### config.mk
export PLATFORM = sky130hd
export DESIGN_NAME = status_led_pattern_sequencer_top
export DESIGN_NICKNAME = d
export VERILOG_FILES = /design/src/hdl/slps_pkg.sv /design/src/hdl/status_led_pattern_sequencer_top.sv
export SDC_FILE = /design/constraint.sdc
export NUM_CORES = 1
export LEC_CHECK = 0
export BUFFER_PORTS_ARGS = -buffer_cell sky130_fd_sc_hd__buf_2
export CAP_MARGIN = 25
export CORE_ASPECT_RATIO = 0.6
export CORE_MARGIN = 8
export CORE_UTILIZATION = 30
export DETAILED_ROUTE_END_ITERATION = 12
export SYNTH_ARGS = -nofsm -noshare
export SYNTH_HDL_FRONTEND = slang
export SYNTH_SLANG_ARGS = --single-unit
export TNS_END_PERCENT = 20
### constraint.sdc
create_clock -name i_clk -period 5.3 [get_ports i_clk]
set_input_delay 0.265 -clock i_clk [delete_from_list [all_inputs] [get_ports i_clk]]
set_output_delay 0.265 -clock i_clk [all_outputs]
set_load 0.05 [all_outputs]
### src/hdl/slps_pkg.sv
// Shared types and constants of the status LED pattern sequencer.
// No dependencies; imported by the top level.
package slps_pkg;

    // Configuration register, index, default timer and stream data widths
    localparam int CFG_W         = 16;
    localparam int CFG_IDX_W     = 3;
    localparam int TIMER_W_DEF   = 16;
    localparam int TDATA_W       = 8;

    // Register reset values, in ticks
    localparam logic [CFG_W-1:0] ALT_PERIOD_RST   = 16'd300;
    localparam logic [CFG_W-1:0] SLOW_PERIOD_RST  = 16'd800;
    localparam logic [CFG_W-1:0] BEACON_PERIOD_RST = 16'd5000;
    localparam logic [CFG_W-1:0] FLASH_ON_RST     = 16'd150;
    localparam logic [CFG_W-1:0] QUICK_PERIOD_RST = 16'd150;
    localparam logic [CFG_W-1:0] SEND_PULSE_RST   = 16'd80;

    // Step counts of the reset blink sequences
    localparam int QUICK_SHORT_STEPS = 4;
    localparam int QUICK_LONG_STEPS  = 6;

    // LED bit positions and masks
    localparam int LED_R = 0;
    localparam int LED_Y = 1;
    localparam int LED_G = 2;
    localparam logic [2:0] LED_MASK_R   = 3'b001;
    localparam logic [2:0] LED_MASK_Y   = 3'b010;
    localparam logic [2:0] LED_MASK_ALL = 3'b111;

    typedef enum logic [1:0] {
        OP_TICK = 2'd0,
        OP_MODE = 2'd1,
        OP_SEND = 2'd2
    } t_op;

    typedef enum logic [2:0] {
        MODE_BOOT        = 3'd0,
        MODE_CONNECTING  = 3'd1,
        MODE_NORMAL      = 3'd2,
        MODE_PORTAL      = 3'd3,
        MODE_OFFLINE     = 3'd4,
        MODE_SENSOR_FAIL = 3'd5,
        MODE_RESET_SHORT = 3'd6,
        MODE_RESET_LONG  = 3'd7
    } t_mode;

    typedef enum logic [CFG_IDX_W-1:0] {
        CFG_ALT_PERIOD    = 3'd0,
        CFG_SLOW_PERIOD   = 3'd1,
        CFG_BEACON_PERIOD = 3'd2,
        CFG_FLASH_ON      = 3'd3,
        CFG_QUICK_PERIOD  = 3'd4,
        CFG_SEND_PULSE    = 3'd5
    } t_cfg_idx;

endpackage

### src/hdl/status_led_pattern_sequencer_top.sv
// Status LED pattern sequencer: mode, timers and LED levels in one pass.
// Depends on slps_pkg.
//
//  channel   dir  handshake                     payload
//  s_axis    in   s_axis_tvalid/s_axis_tready   op, mode
//  m_axis    out  m_axis_tvalid/m_axis_tready   red_on, yellow_on, green_on
//  cfg       in   i_cfg_we                      i_cfg_idx, i_cfg_data
//
// One transfer in per cycle while the output is not stalled; its result passes
// the input register, then the state update and result register. The rate is
// one per cycle, set by the single state-update pass. Reset sets state, valid
// flags and configuration but not the data registers. A stalled output holds
// the pipe; the input keeps taking transfers while its register drains.
module status_led_pattern_sequencer_top
    import slps_pkg::*;
#(
    parameter int TIMER_WIDTH = TIMER_W_DEF
) (
    input  logic                 i_clk,
    input  logic                 i_rst_n,
    input  logic                 s_axis_tvalid,
    output logic                 s_axis_tready,
    input  logic [TDATA_W-1:0]   s_axis_tdata,   // [1:0] op, [4:2] mode
    output logic                 m_axis_tvalid,
    input  logic                 m_axis_tready,
    output logic [TDATA_W-1:0]   m_axis_tdata,   // [0] red_on, [1] yellow_on, [2] green_on
    input  logic                 i_cfg_we,
    input  logic [CFG_IDX_W-1:0] i_cfg_idx,
    input  logic [CFG_W-1:0]     i_cfg_data
);

    localparam int TW    = TIMER_WIDTH;
    localparam int CMP_W = (TW > CFG_W) ? TW : CFG_W;

    // Configuration registers
    logic [CFG_W-1:0] r_alt_period, r_slow_period, r_beacon_period;
    logic [CFG_W-1:0] r_flash_on, r_quick_period, r_send_pulse;

    // Pipeline registers
    logic        r_in_valid;
    t_op         r_in_op;
    t_mode       r_in_mode;
    logic        r_out_valid;
    logic [2:0]  r_out_led;

    // Sequencer state
    t_mode       r_mode, n_mode;
    logic [TW-1:0] r_elapsed, n_elapsed;
    logic [2:0]  r_phase, n_phase;
    logic [2:0]  r_led, n_led;
    logic [TW-1:0] r_flash, n_flash;
    logic [TW-1:0] r_send, n_send;

    logic          w_step;
    logic [TW-1:0] w_elapsed_inc;
    logic [CMP_W-1:0] w_elapsed_cmp, w_tmax_cmp;
    logic          w_due_alt, w_due_slow, w_due_beacon, w_due_quick;
    logic [TW-1:0] w_flash_ld, w_send_ld;

    // Handshake: the state pass fires when the result register is free
    assign w_step        = r_in_valid && (!r_out_valid || m_axis_tready);
    assign s_axis_tready = !r_in_valid || w_step;
    assign m_axis_tvalid = r_out_valid;
    assign m_axis_tdata  = {{(TDATA_W-3){1'b0}}, r_out_led};

    // Configuration writes; unknown indexes are dropped
    always_ff @(posedge i_clk) begin
        if (!i_rst_n) begin
            r_alt_period    <= ALT_PERIOD_RST;
            r_slow_period   <= SLOW_PERIOD_RST;
            r_beacon_period <= BEACON_PERIOD_RST;
            r_flash_on      <= FLASH_ON_RST;
            r_quick_period  <= QUICK_PERIOD_RST;
            r_send_pulse    <= SEND_PULSE_RST;
        end else if (i_cfg_we) begin
            case (t_cfg_idx'(i_cfg_idx))
                CFG_ALT_PERIOD:    r_alt_period    <= i_cfg_data;
                CFG_SLOW_PERIOD:   r_slow_period   <= i_cfg_data;
                CFG_BEACON_PERIOD: r_beacon_period <= i_cfg_data;
                CFG_FLASH_ON:      r_flash_on      <= i_cfg_data;
                CFG_QUICK_PERIOD:  r_quick_period  <= i_cfg_data;
                CFG_SEND_PULSE:    r_send_pulse    <= i_cfg_data;
                default: ;
            endcase
        end
    end

    // Input register
    always_ff @(posedge i_clk) begin
        if (!i_rst_n) begin
            r_in_valid <= 1'b0;
        end else if (s_axis_tready) begin
            r_in_valid <= s_axis_tvalid;
        end
    end

    always_ff @(posedge i_clk) begin
        if (s_axis_tready && s_axis_tvalid) begin
            r_in_op   <= t_op'(s_axis_tdata[1:0]);
            r_in_mode <= t_mode'(s_axis_tdata[4:2]);
        end
    end

    // Elapsed time, saturating, and period compares
    assign w_elapsed_inc = (r_elapsed != {TW{1'b1}}) ? (r_elapsed + TW'(1)) : r_elapsed;
    assign w_elapsed_cmp = CMP_W'(w_elapsed_inc);
    assign w_tmax_cmp    = CMP_W'({TW{1'b1}});
    assign w_due_alt     = w_elapsed_cmp >= CMP_W'(r_alt_period);
    assign w_due_slow    = w_elapsed_cmp >= CMP_W'(r_slow_period);
    assign w_due_beacon  = w_elapsed_cmp >= CMP_W'(r_beacon_period);
    assign w_due_quick   = w_elapsed_cmp >= CMP_W'(r_quick_period);

    // On-times saturated to the timer range
    assign w_flash_ld = (CMP_W'(r_flash_on) > w_tmax_cmp) ? {TW{1'b1}}
                                                          : TW'(r_flash_on);
    assign w_send_ld  = (CMP_W'(r_send_pulse) > w_tmax_cmp) ? {TW{1'b1}}
                                                            : TW'(r_send_pulse);

    // Next state for one transfer
    always_comb begin
        n_mode    = r_mode;
        n_elapsed = r_elapsed;
        n_phase   = r_phase;
        n_led     = r_led;
        n_flash   = r_flash;
        n_send    = r_send;
        if (w_step) begin
            case (r_in_op)
                OP_TICK: begin
                    // countdowns first
                    if (r_flash != '0) begin
                        n_flash = r_flash - TW'(1);
                        if (n_flash == '0) begin
                            n_led[LED_R] = 1'b0;
                            n_led[LED_Y] = 1'b0;
                        end
                    end
                    if (r_send != '0) begin
                        n_send = r_send - TW'(1);
                        if (n_send == '0) begin
                            n_led[LED_G] = 1'b0;
                        end
                    end
                    n_elapsed = w_elapsed_inc;
                    // mode action
                    case (r_mode)
                        MODE_PORTAL: begin
                            if (w_due_alt) begin
                                n_elapsed = '0;
                                n_phase   = (r_phase == 3'd0) ? 3'd1 : 3'd0;
                                n_led     = (r_phase == 3'd0) ? LED_MASK_R : LED_MASK_Y;
                            end
                        end
                        MODE_CONNECTING: begin
                            if (w_due_slow) begin
                                n_elapsed = '0;
                                n_phase   = (r_phase == 3'd0) ? 3'd1 : 3'd0;
                                n_led     = (r_phase == 3'd0) ? LED_MASK_Y : 3'b000;
                            end
                        end
                        MODE_OFFLINE, MODE_SENSOR_FAIL: begin
                            if (w_due_beacon) begin
                                n_elapsed    = '0;
                                n_flash      = w_flash_ld;
                                n_led[LED_R] = 1'b0;
                                n_led[LED_Y] = 1'b0;
                                if (w_flash_ld != '0) begin
                                    if (r_mode == MODE_OFFLINE) begin
                                        n_led[LED_Y] = 1'b1;
                                    end else begin
                                        n_led[LED_R] = 1'b1;
                                    end
                                end
                            end
                        end
                        MODE_RESET_SHORT: begin
                            if (r_phase < 3'(QUICK_SHORT_STEPS) && w_due_quick) begin
                                n_elapsed = '0;
                                n_led     = r_phase[0] ? 3'b000 : LED_MASK_Y;
                                n_phase   = r_phase + 3'd1;
                            end
                        end
                        MODE_RESET_LONG: begin
                            if (r_phase < 3'(QUICK_LONG_STEPS) && w_due_quick) begin
                                n_elapsed = '0;
                                n_led     = r_phase[0] ? 3'b000 : LED_MASK_ALL;
                                n_phase   = r_phase + 3'd1;
                            end
                        end
                        default: ;
                    endcase
                end
                OP_MODE: begin
                    if (r_in_mode != r_mode) begin
                        n_mode    = r_in_mode;
                        n_phase   = 3'd0;
                        n_elapsed = '0;
                        // a running flash is cancelled
                        if (r_flash != '0) begin
                            n_flash      = '0;
                            n_led[LED_R] = 1'b0;
                            n_led[LED_Y] = 1'b0;
                        end
                        if (r_in_mode == MODE_BOOT) begin
                            n_led = LED_MASK_Y;
                        end else if (r_in_mode == MODE_CONNECTING ||
                                     r_in_mode == MODE_NORMAL) begin
                            n_led = 3'b000;
                        end
                    end
                end
                OP_SEND: begin
                    n_send       = w_send_ld;
                    n_led[LED_G] = (w_send_ld != '0);
                end
                default: ;
            endcase
        end
    end

    // State registers
    always_ff @(posedge i_clk) begin
        if (!i_rst_n) begin
            r_mode    <= MODE_BOOT;
            r_elapsed <= '0;
            r_phase   <= 3'd0;
            r_led     <= 3'b000;
            r_flash   <= '0;
            r_send    <= '0;
        end else begin
            r_mode    <= n_mode;
            r_elapsed <= n_elapsed;
            r_phase   <= n_phase;
            r_led     <= n_led;
            r_flash   <= n_flash;
            r_send    <= n_send;
        end
    end

    // Result register
    always_ff @(posedge i_clk) begin
        if (!i_rst_n) begin
            r_out_valid <= 1'b0;
        end else if (w_step) begin
            r_out_valid <= 1'b1;
        end else if (m_axis_tready) begin
            r_out_valid <= 1'b0;
        end
    end

    always_ff @(posedge i_clk) begin
        if (w_step) begin
            r_out_led <= n_led;
        end
    end

endmodule

* After elaboration in Yosys (flattened, before gate mapping)
Index checks and enable logic that the tools add are counted.
Word-level totals: register bits after elaboration 163, latch bits 0, memory bits (writable) 0, memory bits (read-only) 0, input port bits 32, output and inout bits 10, logic and storage cells 142, memories 0
Operators by class: add/subtract/negate cells 4, multiply operators 0, divide/modulo/power cells 0, magnitude comparators 8, equal/unequal tests 25, shifts and indexed selects 0, muxes and demuxes 54, bitwise logic cells 0, reductions and logical operators 34
Operators by type and width (number):
- $mux W16 | 15
- $pmux W16 S2 | 3
- $pmux W16 S5 | 1
- $ge A16 B16 Y1 | 4
- $reduce_bool A16 Y1 | 4
- $mux W3 | 14
- $gt A16 B16 Y1 const B | 2
- $logic_not A16 Y1 | 2
- $sub A16 B1 Y16 const B | 2
- $eq A3 B3 Y1 const B | 6
- $add A16 B1 Y16 const B | 1
- $mux W2 | 8
- $ne A16 B16 Y1 const B | 1
- $eq A3 B2 Y1 const B | 4
- $ne A3 B3 Y1 const B | 4
- $pmux W3 S4 | 1
- $reduce_and A2 Y1 | 6
- $pmux W2 S5 | 1
- $eq A3 B1 Y1 const B | 3
- $logic_not A3 Y1 | 3
- $reduce_and A3 Y1 | 3
- $reduce_and A8 Y1 | 1
- $mux W1 | 7
- $lt A3 B3 Y1 const B | 2
- other kinds (17) | 27

* Logic depth before layout (Yosys ltp)
Gate-level depths: netlist of run 1.
word-level depth 8, gate-level depth with buffers 19, depth with buffers taken out 16

* Worst setup path before layout of run 1
No wires, ideal clock.
kind register -> register, from reg r_elapsed[4], to reg r_elapsed[5], library setup time 70 ps, arrival time 4382 ps, required time 5230 ps, path slack 848 ps, stages on the path, launching flop included 19, buffers on the path 3, period minus slack after synthesis 4452 ps, path through dfxtp_1 and4_1 nand3_1 or4_1 clkbuf_1 nor2b_1 and3_1 xor2_1 ha_1 a21oi_1 nand2_1 a2111oi_0 a21boi_0 o22ai_1 or4_1 clkbuf_1 clkbuf_1 o211ai_1 a21oi_1
Between the ends: cells in the longest elaborated chain, start to end 7, elaborated cells between the ends (all ways) 16, classes of those cells add/sub (1); order compare (4); eq/ne (1); mux (8); reduce/logical (2)
RTL lines:
- from (decl) | RTL line status_led_pattern_sequencer_top.sv:48 | logic [TW-1:0] r_elapsed, n_elapsed;
- from (signal assigned) | RTL line status_led_pattern_sequencer_top.sv:232 | r_elapsed <= n_elapsed;
- $add A16 B1 Y16 or $ne A16 B16 Y1 (tied branches) | RTL line status_led_pattern_sequencer_top.sv:105 | assign w_elapsed_inc = (r_elapsed != {TW{1'b1}}) ? (r_elapsed + TW'(1)) : r_elapsed;
- $mux W16 (*) | RTL line status_led_pattern_sequencer_top.sv:105
- $ge A16 B16 Y1 | RTL line status_led_pattern_sequencer_top.sv:111 | assign w_due_quick = w_elapsed_cmp >= CMP_W'(r_quick_period);
- $logic_and A1 B1 Y1, on equally long branches | RTL line status_led_pattern_sequencer_top.sv:184, status_led_pattern_sequencer_top.sv:177
- $mux W16, on equally long branches | RTL line status_led_pattern_sequencer_top.sv:184, status_led_pattern_sequencer_top.sv:177
- $pmux W16 S5 (*) | RTL line status_led_pattern_sequencer_top.sv:146 | case (r_mode)
- $pmux W16 S2 (*) | RTL line status_led_pattern_sequencer_top.sv:128 | case (r_in_op)
Mark *: on every way between the ends. The rest lies on a longest branch, timed or not. A chain may end at the register's enable or synchronous reset.

* Worst setup path in the final report of run 1
from reg r_elapsed[4], to reg r_elapsed[11]
The elaborated chain is that of the path after synthesis.

==> impl_results.md, run 1 <==
* Pleak at 4.152 nW
* Final nets at 1370
* Final Hold Fails at 0
* Row cnt at 50
* First-pass GRT wire length at 46210 um
* RSZ-0062 raised after global routing: false
* H-tree depth at 4
* Worst vdd ir at 0.0002483 V
* Pin count of the biggest net entering global routing at 50
* Hold path depth at 3
* Post-synth EDFFs at 8
* Synth unique cells at 71
* Clock sinks at 163
* Synth top area share at 32.90%
* Num CTS Buffers at 17
* Switch share at 27.56%
* Clk pin slew, worst setup/hold paths at 60 ps
* Detailed Route Iter0 Violations at 911
* Initial core utilization at 30.34%
* Post-synth ARST share at 0%
* Clk pwr share at 44.0%
* Worst Tran Pin Value at 1098 ps
* Number of remaining DRC errors at 0
* Status: finished, final reports clean
* Syn_area_per_cell at 7.522 um^2
* Root Driver: clkbuf_16
* Final Cycle Share at 94.52%
* Fmax at 0.1996 GHz
* Synth warn at 0
* Share of cells above drive strength 1 at 8.131%
* WP data required at 5620 ps
* Clk buf depth at 2
* I/O pin count at 42
* Synth area leaders: dfxtp_1, nand2_1, ha_1
* Vias at 8994
* Combinational Power Share at 11.4%
* Detailed Route WL at 29690 um
* Crit path kind: flip-flop to flip-flop
* Port bufs at 33
* P_sw at 0.8034 mW
* Startpoint Class: flip-flop
* Flops & latches, synth at 163
* Dpl hpwl at 21710 um
* Worst-Skew Late Latency at 450 ps
* Internal power at 2.112 mW
* Die ar. at 37560 um^2
* Top FF cell, synth: dfxtp_1
* Area leader, netlist: dfxtp_1
* Fillers at 3281
* Seq/Total Area, Yosys at 35.44%
* Worst hold margin at 38.32 ps
* Dpl cell area at 10010 um^2
* Core area at 31090 um^2
* Width of the die at 244.9 um
* First-pass DRT Iterations at 6
* CP arrival at 5330 ps
* Initial antenna violation count at 2
* Die Height at 153.4 um
* Max cap viols at 0
* Vias per cell at 5.300
* Cell Area, Synth at 9433 um^2
* Area delta synth->final at 13.22%
* Setup Viol. Count Final at 0
* R2R cell count at 17
* Clock Skew at 10.99 ps
* Gr usage total at 15.59%
* Grt ovf at 0
* GPL Wtd Cong at 0.8866
* Post-synthesis cell count at 1254
* Setup TNS at 0 ps
* Pwr per Cell Area at 272.9 nW/um^2
* Final Slew Violations at 0
* Routed WL per cell at 17.50 um
* Largest fanout on the critical path at 18
* CTS tree: done
* Min cycle time layout at 5009 ps
* Final antenna-violating net count at 0
* Worst min-delay path class: input pin to flip-flop
* Vias in the first global route at 7989
* Fin area at 10680 um^2
* Sequential power share at 44.6%
* Max-slew headroom at 26.64%
* CP Capture Type: flip-flop
==> critical path, cell delays in order, from the launching register on <==
cell and delay (ps):
dfxtp_1 440, and4_1 310, nand3_1 210, or4_1 630, nor2b_1 220, nand2_1 100
nor2_1 50, or2_2 360, ha_1 340, o211ai_1 90, nor3_1 180, nand2_1 140
a2bb2oi_1 600, o221ai_1 230, or4_1 430, buf_4 220, a41oi_1 230, a31oi_1 70
==> cell usage in the layout (no fill, tap or decap), types with 5 or more instances in the layout <==
master	count
buf_4	20
o2111ai_1	10
ha_1	72
nand2b_1	9
dfxtp_1	155
nor2b_1	10
a22oi_1	9
nand2_1	261
and2_1	18
buf_2	33
o21ai_0	41
a32oi_1	8
inv_1	77
o211ai_1	23
nor3_1	38
dlygate4sd3_1	5
xor2_1	11
or3_1	6
nand3_1	32
edfxtp_1	8
nor4_1	16
o22ai_1	7
or2_2	7
nor2_1	90
o31ai_1	5
a21oi_1	143
a31oi_1	9
clkbuf_16	17
conb_1	5
o21a_1	5
a211oi_1	10
xnor2_1	14
nand4_1	16
==> stage by stage <==
stage	utilization (%)	setup WS, ps	std cells	power [mW]
2_1_floorplan	-	847.7	1258	1.552
3_3_place_gp	32.21	470.0	1657	1.646
3_5_place_dp	32.21	360.9	1657	1.652
4_1_cts	34.29	331.8	1694	2.936
5_1_grt	34.35	34.95	1697	3.029
6_report	34.35	290.7	1697	2.915
==> metal layers <==
layer  wire, um  vias up  part of all wire, %  global-route usage [%]
li1           -     4419                    -                       -
met4        468        0                  1.6                   4.498
met2      10990      290                   37                   19.50
met1      15830     4252                   53                   24.69
met5          0        -                    0                       0
met3       2405       33                  8.1                   4.159
==> cell type report <==
| cell class | instances | area [um^2] | share of cell area, % |
|---|---|---|---|
| diodes | 2 | 5.005 | 0.04686 |
| flip-flops and latches | 163 | 3343 | 31.30 |
| clock inverters | 11 | 127.6 | 1.195 |
| repair buffers | 58 | 365.4 | 3.421 |
| clock buffers | 21 | 470.5 | 4.405 |
| inverters | 78 | 294.0 | 2.753 |
| well taps | 416 | 520.5 | 4.873 |
| multi-input cells | 948 | 5554 | 52.00 |
==> power groups by stage <==
stage,sequential [mW],combinational [mW],clock (mW)
6_report,1.30,0.333,1.28
4_1_cts,1.30,0.329,1.31
3_3_place_gp,1.33,0.319,0
5_1_grt,1.30,0.368,1.36
2_1_floorplan,1.32,0.234,0
3_5_place_dp,1.33,0.325,0
==> cells by family (layout without fill, tap and decap cells) <==
logic type / count (synthesis) / in the layout / share of synthesized area (%)
AND/OR/NAND/NOR: 538 / 538 / 26.16
XOR/XNOR: 25 / 25 / 2.321
buffers and inverters: 147 / 168 / 6.141
adder cells (fa/ha/maj): 72 / 72 / 9.550
other: 1 / 7 / 0.03975
multiplexers: 3 / 3 / 0.3316
flip-flops: 163 / 163 / 35.44
AO/OA/AOI/OAI: 305 / 305 / 20.02
==> worst paths after layout <==
path                        from             endpoint  slack [ps]
max                 r_elapsed[4]        r_elapsed[11]         290
min                s_axis_tvalid           r_in_valid          40
max reg2reg         r_elapsed[4]        r_elapsed[11]         290
min reg2reg  r_beacon_period[10]  r_beacon_period[10]         460
==> sequential cells by signal (all words and copies together) (netlist names), 2 cells and up <==
signal	flops
r_alt_period	16
r_beacon_period	16
r_elapsed	16
r_flash	16
r_flash_on	16
r_in_mode	3
r_in_op	2
r_led	3
r_mode	3
r_out_led	3
r_phase	3
r_quick_period	16
r_send	16
r_send_pulse	16
r_slow_period	16
==> cells in the mapped netlist, drive strengths merged, types with 5 or more instances <==
| master | number |
|---|---|
| o22ai | 7 |
| nor4 | 16 |
| a31oi | 9 |
| nand2 | 261 |
| a32oi | 8 |
| o21a | 5 |
| xor2 | 11 |
| nor2 | 90 |
| nand4 | 16 |
| o2111ai | 10 |
| o211ai | 23 |
| ha | 72 |
| xnor2 | 14 |
| buf | 10 |
| nor2b | 10 |
| o31ai | 5 |
| a21oi | 143 |
| nor3 | 40 |
| a211oi | 11 |
| and2 | 18 |
| nand2b | 9 |
| a22oi | 9 |
| o21ai | 41 |
| or4 | 5 |
| edfxtp | 8 |
| dfxtp | 155 |
| or2 | 7 |
| clkbuf | 59 |
| or3 | 7 |
| inv | 77 |
| nand3 | 32 |
==> repair_timing <==
action | CTS | global route
buffers inserted | 0 | 1
endpoints found under the hold margin | 5 | 0
resized for setup | 0 | 2
endpoints found under the setup margin | 0 | 10
hold buffers | 5 | 0
Note: power is estimated with default switching activity, not from simulation.
==> run 2: changes to the inputs <==
--- a/config.mk
+++ b/config.mk
@@ -11,6 +11,7 @@
 export CORE_MARGIN = 8
 export CORE_UTILIZATION = 30
 export DETAILED_ROUTE_END_ITERATION = 12
+export MAX_ROUTING_LAYER = met4
 export SYNTH_ARGS = -nofsm -noshare
 export SYNTH_HDL_FRONTEND = slang
 export SYNTH_SLANG_ARGS = --single-unit
==> run 2 against run 1 <==
Power about the same; clock power about the same; critical path depth unchanged; routed wire length increased by 0.54%; cell count unchanged; via count increased by 0.11%; clock-buffer cell count unchanged; global-route usage increased by 0.45 points; largest cell class unchanged; largest power group unchanged; highest routed layer unchanged.
==> impl_results.md, run 2 (synthesized netlist as in run 1, its figures left out) <==
* Max-slew headroom at 25.96%
* Final antenna-violating net count at 0
* Clock Skew at 11.09 ps
* Final Cycle Share at 94.72%
* Area delta synth->final at 13.22%
* Worst Tran Pin Value at 1108 ps
* Dpl cell area at 10010 um^2
* Initial core utilization at 30.34%
* Clk buf depth at 2
* Critical-path cell list: and4_1 -> nand3_1 -> or4_1 -> nor2b_1 -> nand2_1 -> nor2_1 -> or2_2 -> ha_1 -> o211ai_1 -> nor3_1 -> nand2_1 -> a2bb2oi_1 -> o221ai_1 -> or4_1 -> buf_4 -> a41oi_1 -> a31oi_1
* Commonest non-fill, non-tap cell in the layout: nand2_1
* Number of remaining DRC errors at 0
* FF-to-FF setup slack at 280 ps
* Final Slew Violations at 0
* Dpl hpwl at 21710 um
* Fmax at 0.1992 GHz
* Num CTS Buffers at 17
* First-pass DRT Iterations at 5
* WP data required at 5620 ps
* Port bufs at 33
* GR Util met1 at 24.73%
* Root Driver: clkbuf_16
* Core area at 31090 um^2
* GR Util met3 at 4.055%
* Status: finished, final reports clean
* Crit path kind: flip-flop to flip-flop
* I/O pin count at 42
* Vias in the first global route at 7996
* Clock sinks at 163
* Met2 Use GR at 19.56%
* Sequential cell area at 3343 um^2
* Width of the die at 244.9 um
* Pin count of the biggest net entering global routing at 50
* Worst-Skew Late Latency at 450 ps
* Detailed Route WL at 29850 um
* Row cnt at 50
* Startpoint Class: flip-flop
* Grt ovf at 0
* Area taken by multi-input logic gates at 5554 um^2
* Worst vdd ir at 0.0002479 V
* Die ar. at 37560 um^2
* Most frequent cells in the layout: nand2_1, dfxtp_1, a21oi_1
* Max cap viols at 0
* Final nets at 1370
* Fillers at 3281
* Fin area at 10680 um^2
* Layer with the highest usage: met1
* CTS tree: done
* H-tree depth at 4
* Routed WL per cell at 17.59 um
* Slowest CP cell: or4_1
* Worst hold margin at 38.37 ps
* CP arrival at 5340 ps
* Setup Viol. Count Final at 0
* GPL Wtd Cong at 0.9014
* CP Capture Type: flip-flop
* Clk pin slew, worst setup/hold paths at 60 ps
* Largest stage delay, worst path at 630 ps
* Pwr per Cell Area at 272.9 nW/um^2
* Final Hold Fails at 0
* Detailed Route Iter0 Violations at 947
* Gr usage total at 16.05%
* First-pass GRT wire length at 46220 um
* RSZ-0062 raised after global routing: false
* Initial antenna violation count at 2
* Share of cells above drive strength 1 at 8.131%
* Min cycle time layout at 5020 ps
* Pleak at 4.152 nW
* Worst min-delay path class: input pin to flip-flop
* Post-Route Utilization at 34.35%
* Setup TNS at 0 ps
* Die Height at 153.4 um
* Vias at 9004
* Largest fanout on the critical path at 18
* Vias per cell at 5.306
## run 2: cell counts in the layout (fill, tap and decap cells not counted)
Identical to the previous run, type by type.
## run 2: area by class of cell
type,count,area share (%)
diodes,2,0.04686
multi-input cells,948,52.00
flip-flops and latches,163,31.30
well taps,416,4.873
clock inverters,11,1.195
clock buffers,21,4.405
inverters,78,2.753
repair buffers,58,3.421
## run 2: per-layer routing
layer / part of all wire, % / routed length (um) / vias up
met1: 53 / 15900 / 4289
met2: 37 / 11070 / 266
li1: - / - / 4419
met4: 1.6 / 473 / 0
met5: 0 / 0 / -
met3: 8.0 / 2402 / 30
## run 2: where the power goes
| group | internal (mW) | total [mW] | leakage [nW] | switching (mW) |
|---|---|---|---|---|
| sequential | 1.27 | 1.30 | 1.33 | 0.0335 |
| clock | 0.733 | 1.28 | 0.286 | 0.547 |
| combinational | 0.112 | 0.335 | 2.53 | 0.223 |
## run 2: repair_timing
action / CTS / global route
setup buffers: 0 / 1
endpoints found under the hold margin: 5 / 0
setup endpoints to repair: 0 / 11
resized for setup: 0 / 2
hold buffers: 5 / 0
## run 2: worst max-delay path, delay by kind of cell, from the launching register on
family	cells	cell delay [ps]
adder cells (fa/ha/maj)	1	340
AND/OR/NAND/NOR	10	2650
flip-flops	1	440
buffers and inverters	1	230
AO/OA/AOI/OAI	5	1230
## run 2: path summary, 6_finish.rpt
kind / end / start / cells past startpoint
worst max register to register: r_elapsed[11] / r_elapsed[4] / 17
worst min register to register: r_alt_period[12] / r_alt_period[12] / 2
worst max-delay path: r_elapsed[11] / r_elapsed[4] / 17
worst min-delay path: r_in_valid / s_axis_tvalid / 3
## run 2: metrics by stage
| step | setup WS (ps) | total power [mW] | instances |
|---|---|---|---|
| floorplan | 847.7 | 1.552 | 1258 |
| global placement | 470.0 | 1.646 | 1657 |
| detailed placement | 360.9 | 1.652 | 1657 |
| CTS | 331.8 | 2.936 | 1694 |
| global route | 32.39 | 3.029 | 1697 |
| finish | 279.8 | 2.915 | 1697 |
==> run 3: changes to the inputs <==
--- a/config.mk
+++ b/config.mk
@@ -5,13 +5,16 @@
 export SDC_FILE = /design/constraint.sdc
 export NUM_CORES = 1
 export LEC_CHECK = 0
+export ABC_CLOCK_PERIOD_IN_PS = 5300
 export BUFFER_PORTS_ARGS = -buffer_cell sky130_fd_sc_hd__buf_2
 export CAP_MARGIN = 25
 export CORE_ASPECT_RATIO = 0.6
 export CORE_MARGIN = 8
 export CORE_UTILIZATION = 30
 export DETAILED_ROUTE_END_ITERATION = 12
+export GPL_TIMING_DRIVEN = 0
 export MAX_ROUTING_LAYER = met4
+export REMOVE_ABC_BUFFERS = 1
 export SYNTH_ARGS = -nofsm -noshare
 export SYNTH_HDL_FRONTEND = slang
 export SYNTH_SLANG_ARGS = --single-unit
==> run 3 against run 2 <==
Core utilization about the same; hold slack improved by 1.4 ps; sequential cell count unchanged; highest routed layer unchanged; non-clock buffer count decreased by 9; cell count decreased by 0.59%; largest cell class unchanged.
==> impl_results.md, run 3 (synthesized netlist as in run 1, its figures left out) <==
* Status: finished, final reports clean
* Worst min-delay path class: input pin to flip-flop
* Commonest non-fill, non-tap cell in the layout: nand2_1
* Largest stage delay, worst path at 660 ps
* Clock sinks at 163
* WP data required at 5590 ps
* Port bufs at 33
* Worst vdd ir at 0.0002025 V
* Critical-path cell list: and4_1 -> nand3_1 -> or4_4 -> nor2b_1 -> nand4_1 -> nor2_1 -> or2_2 -> ha_1 -> o211ai_1 -> nor3_1 -> nand2_1 -> a2bb2oi_2 -> o221ai_1 -> or4_4 -> a32oi_1 -> nor2_1
* Clk buf depth at 2
* Max-slew headroom at 31.27%
* Detailed Route Iter0 Violations at 869
* Num CTS Buffers at 17
* Final nets at 1362
* Die Height at 153.4 um
* Share of cells above drive strength 1 at 8.025%
* Vias per cell at 5.312
* Max cap viols at 0
* Worst-Skew Late Latency at 450 ps
* GPL Wtd Cong at 0.9419
* Initial antenna violation count at 0
* Slowest CP cell: or4_4
* Grt ovf at 0
* Worst Tran Pin Value at 1025 ps
* Final Slew Violations at 0
* Detailed Route WL at 29980 um
* RSZ-0062 raised after global routing: false
* Final antenna-violating net count at 0
* Antenna diode count at 0
* Die ar. at 37560 um^2
* Crit path kind: flip-flop to flip-flop
* Placed cell count at 1646
* I/O pin count at 42
* Largest fanout on the critical path at 9
* CP arrival at 5340 ps
* Buffer and inverter count on the worst path at 0
* Clk pin slew, worst setup/hold paths at 70 ps
* Row cnt at 50
* Number of remaining DRC errors at 0
* Dpl hpwl at 21570 um
* Clock Skew at 13.55 ps
* Vias at 8962
* CTS tree: done
* CP Capture Type: flip-flop
* Vias in the first global route at 8163
* Setup TNS at 0 ps
* Worst hold margin at 39.78 ps
* Area delta synth->final at 13.09%
* CP delay by family, top: simple AND/OR/NAND/NOR gates
* Initial core utilization at 30.34%
* First-pass DRT Iterations at 5
* Pin count of the biggest net entering global routing at 114
* First-pass GRT wire length at 46980 um
* Final Cycle Share at 95.34%
* H-tree depth at 4
* Most frequent cells in the layout: nand2_1, dfxtp_1, a21oi_1
* Final Hold Fails at 0
* Startpoint Class: flip-flop
* Core area at 31090 um^2
* Pleak at 4.109 nW
* Width of the die at 244.9 um
* Min cycle time layout at 5053 ps
* Routed WL per cell at 17.77 um
* Setup Viol. Count Final at 0
* Pwr per Cell Area at 265.2 nW/um^2
* Finished Layout Cells at 1687
* Root Driver: clkbuf_16
* Post-Route Utilization at 34.31%
* Gr usage total at 16.30%
* Fmax at 0.1979 GHz
[run 3: cell count changes in the layout (fill, tap and decap cells not counted), sizes merged]
cell	before	now
buf	53	44
bufinv	2	1
clkbuf	21	23
diode	2	0
inv	78	77
or4	5	6
[run 3: per-layer routing]
metal  vias to the layer above  wire length (um)  track usage (%)
met5                         -                 0                -
met4                         0               489            4.470
met1                      4201             15680            25.12
li1                       4392                 -                -
met2                       333             10990            20.22
met3                        36              2827            3.690
[run 3: where the power goes]
part	internal, mW	switching (mW)	leakage (nW)
sequential	1.27	0.0328	1.33
combinational	0.113	0.230	2.51
clock	0.668	0.518	0.263
[run 3: worst min-delay path, delay by kind of cell]
kind | cells | cell delay (ps)
AOI/OAI and AO/OA | 1 | 30
buffers and inverters | 1 | 80
and+or+nand+nor | 1 | 70
[run 3: cell type report]
type / count / area, um^2
Fill cell: 3248 / 20420
Multi-Input combinational cell: 949 / 5623
Sequential cell: 163 / 3343
Tap cell: 416 / 520.5
Clock buffer: 23 / 467.9
Timing Repair Buffer: 49 / 334.1
Inverter: 78 / 297.8
Clock inverter: 9 / 81.33
[run 3: path summary, 6_finish.rpt]
path / slack [ps] / to / startpoint / depth (start not counted)
worst max register to register: 250 / r_elapsed[14] / r_elapsed[4] / 16
worst max-delay path: 250 / r_elapsed[14] / r_elapsed[4] / 16
worst min-delay path: 40 / r_in_valid / s_axis_tvalid / 3
worst min register to register: 460 / r_beacon_period[11] / r_beacon_period[11] / 2
[run 3: repair_timing]
item / 4_1_cts / 5_1_grt
endpoints found under the setup margin: 25 / 35
endpoints found under the hold margin: 5 / 0
gates resized for setup: 3 / 8
setup buffers: 0 / 2
hold buffers: 5 / 0
pin swaps: 0 / 2
gates cloned: 0 / 1
[run 3: stage by stage]
step	setup WS [ps]	instance area, um^2	power [mW]
finish	246.8	10670	2.829
CTS	82.92	10580	2.849
global placement	-1955	9847	1.644
detailed placement	-543.1	9966	1.655
global route	1.227	10670	2.958
floorplan	-179.1	9161	1.534
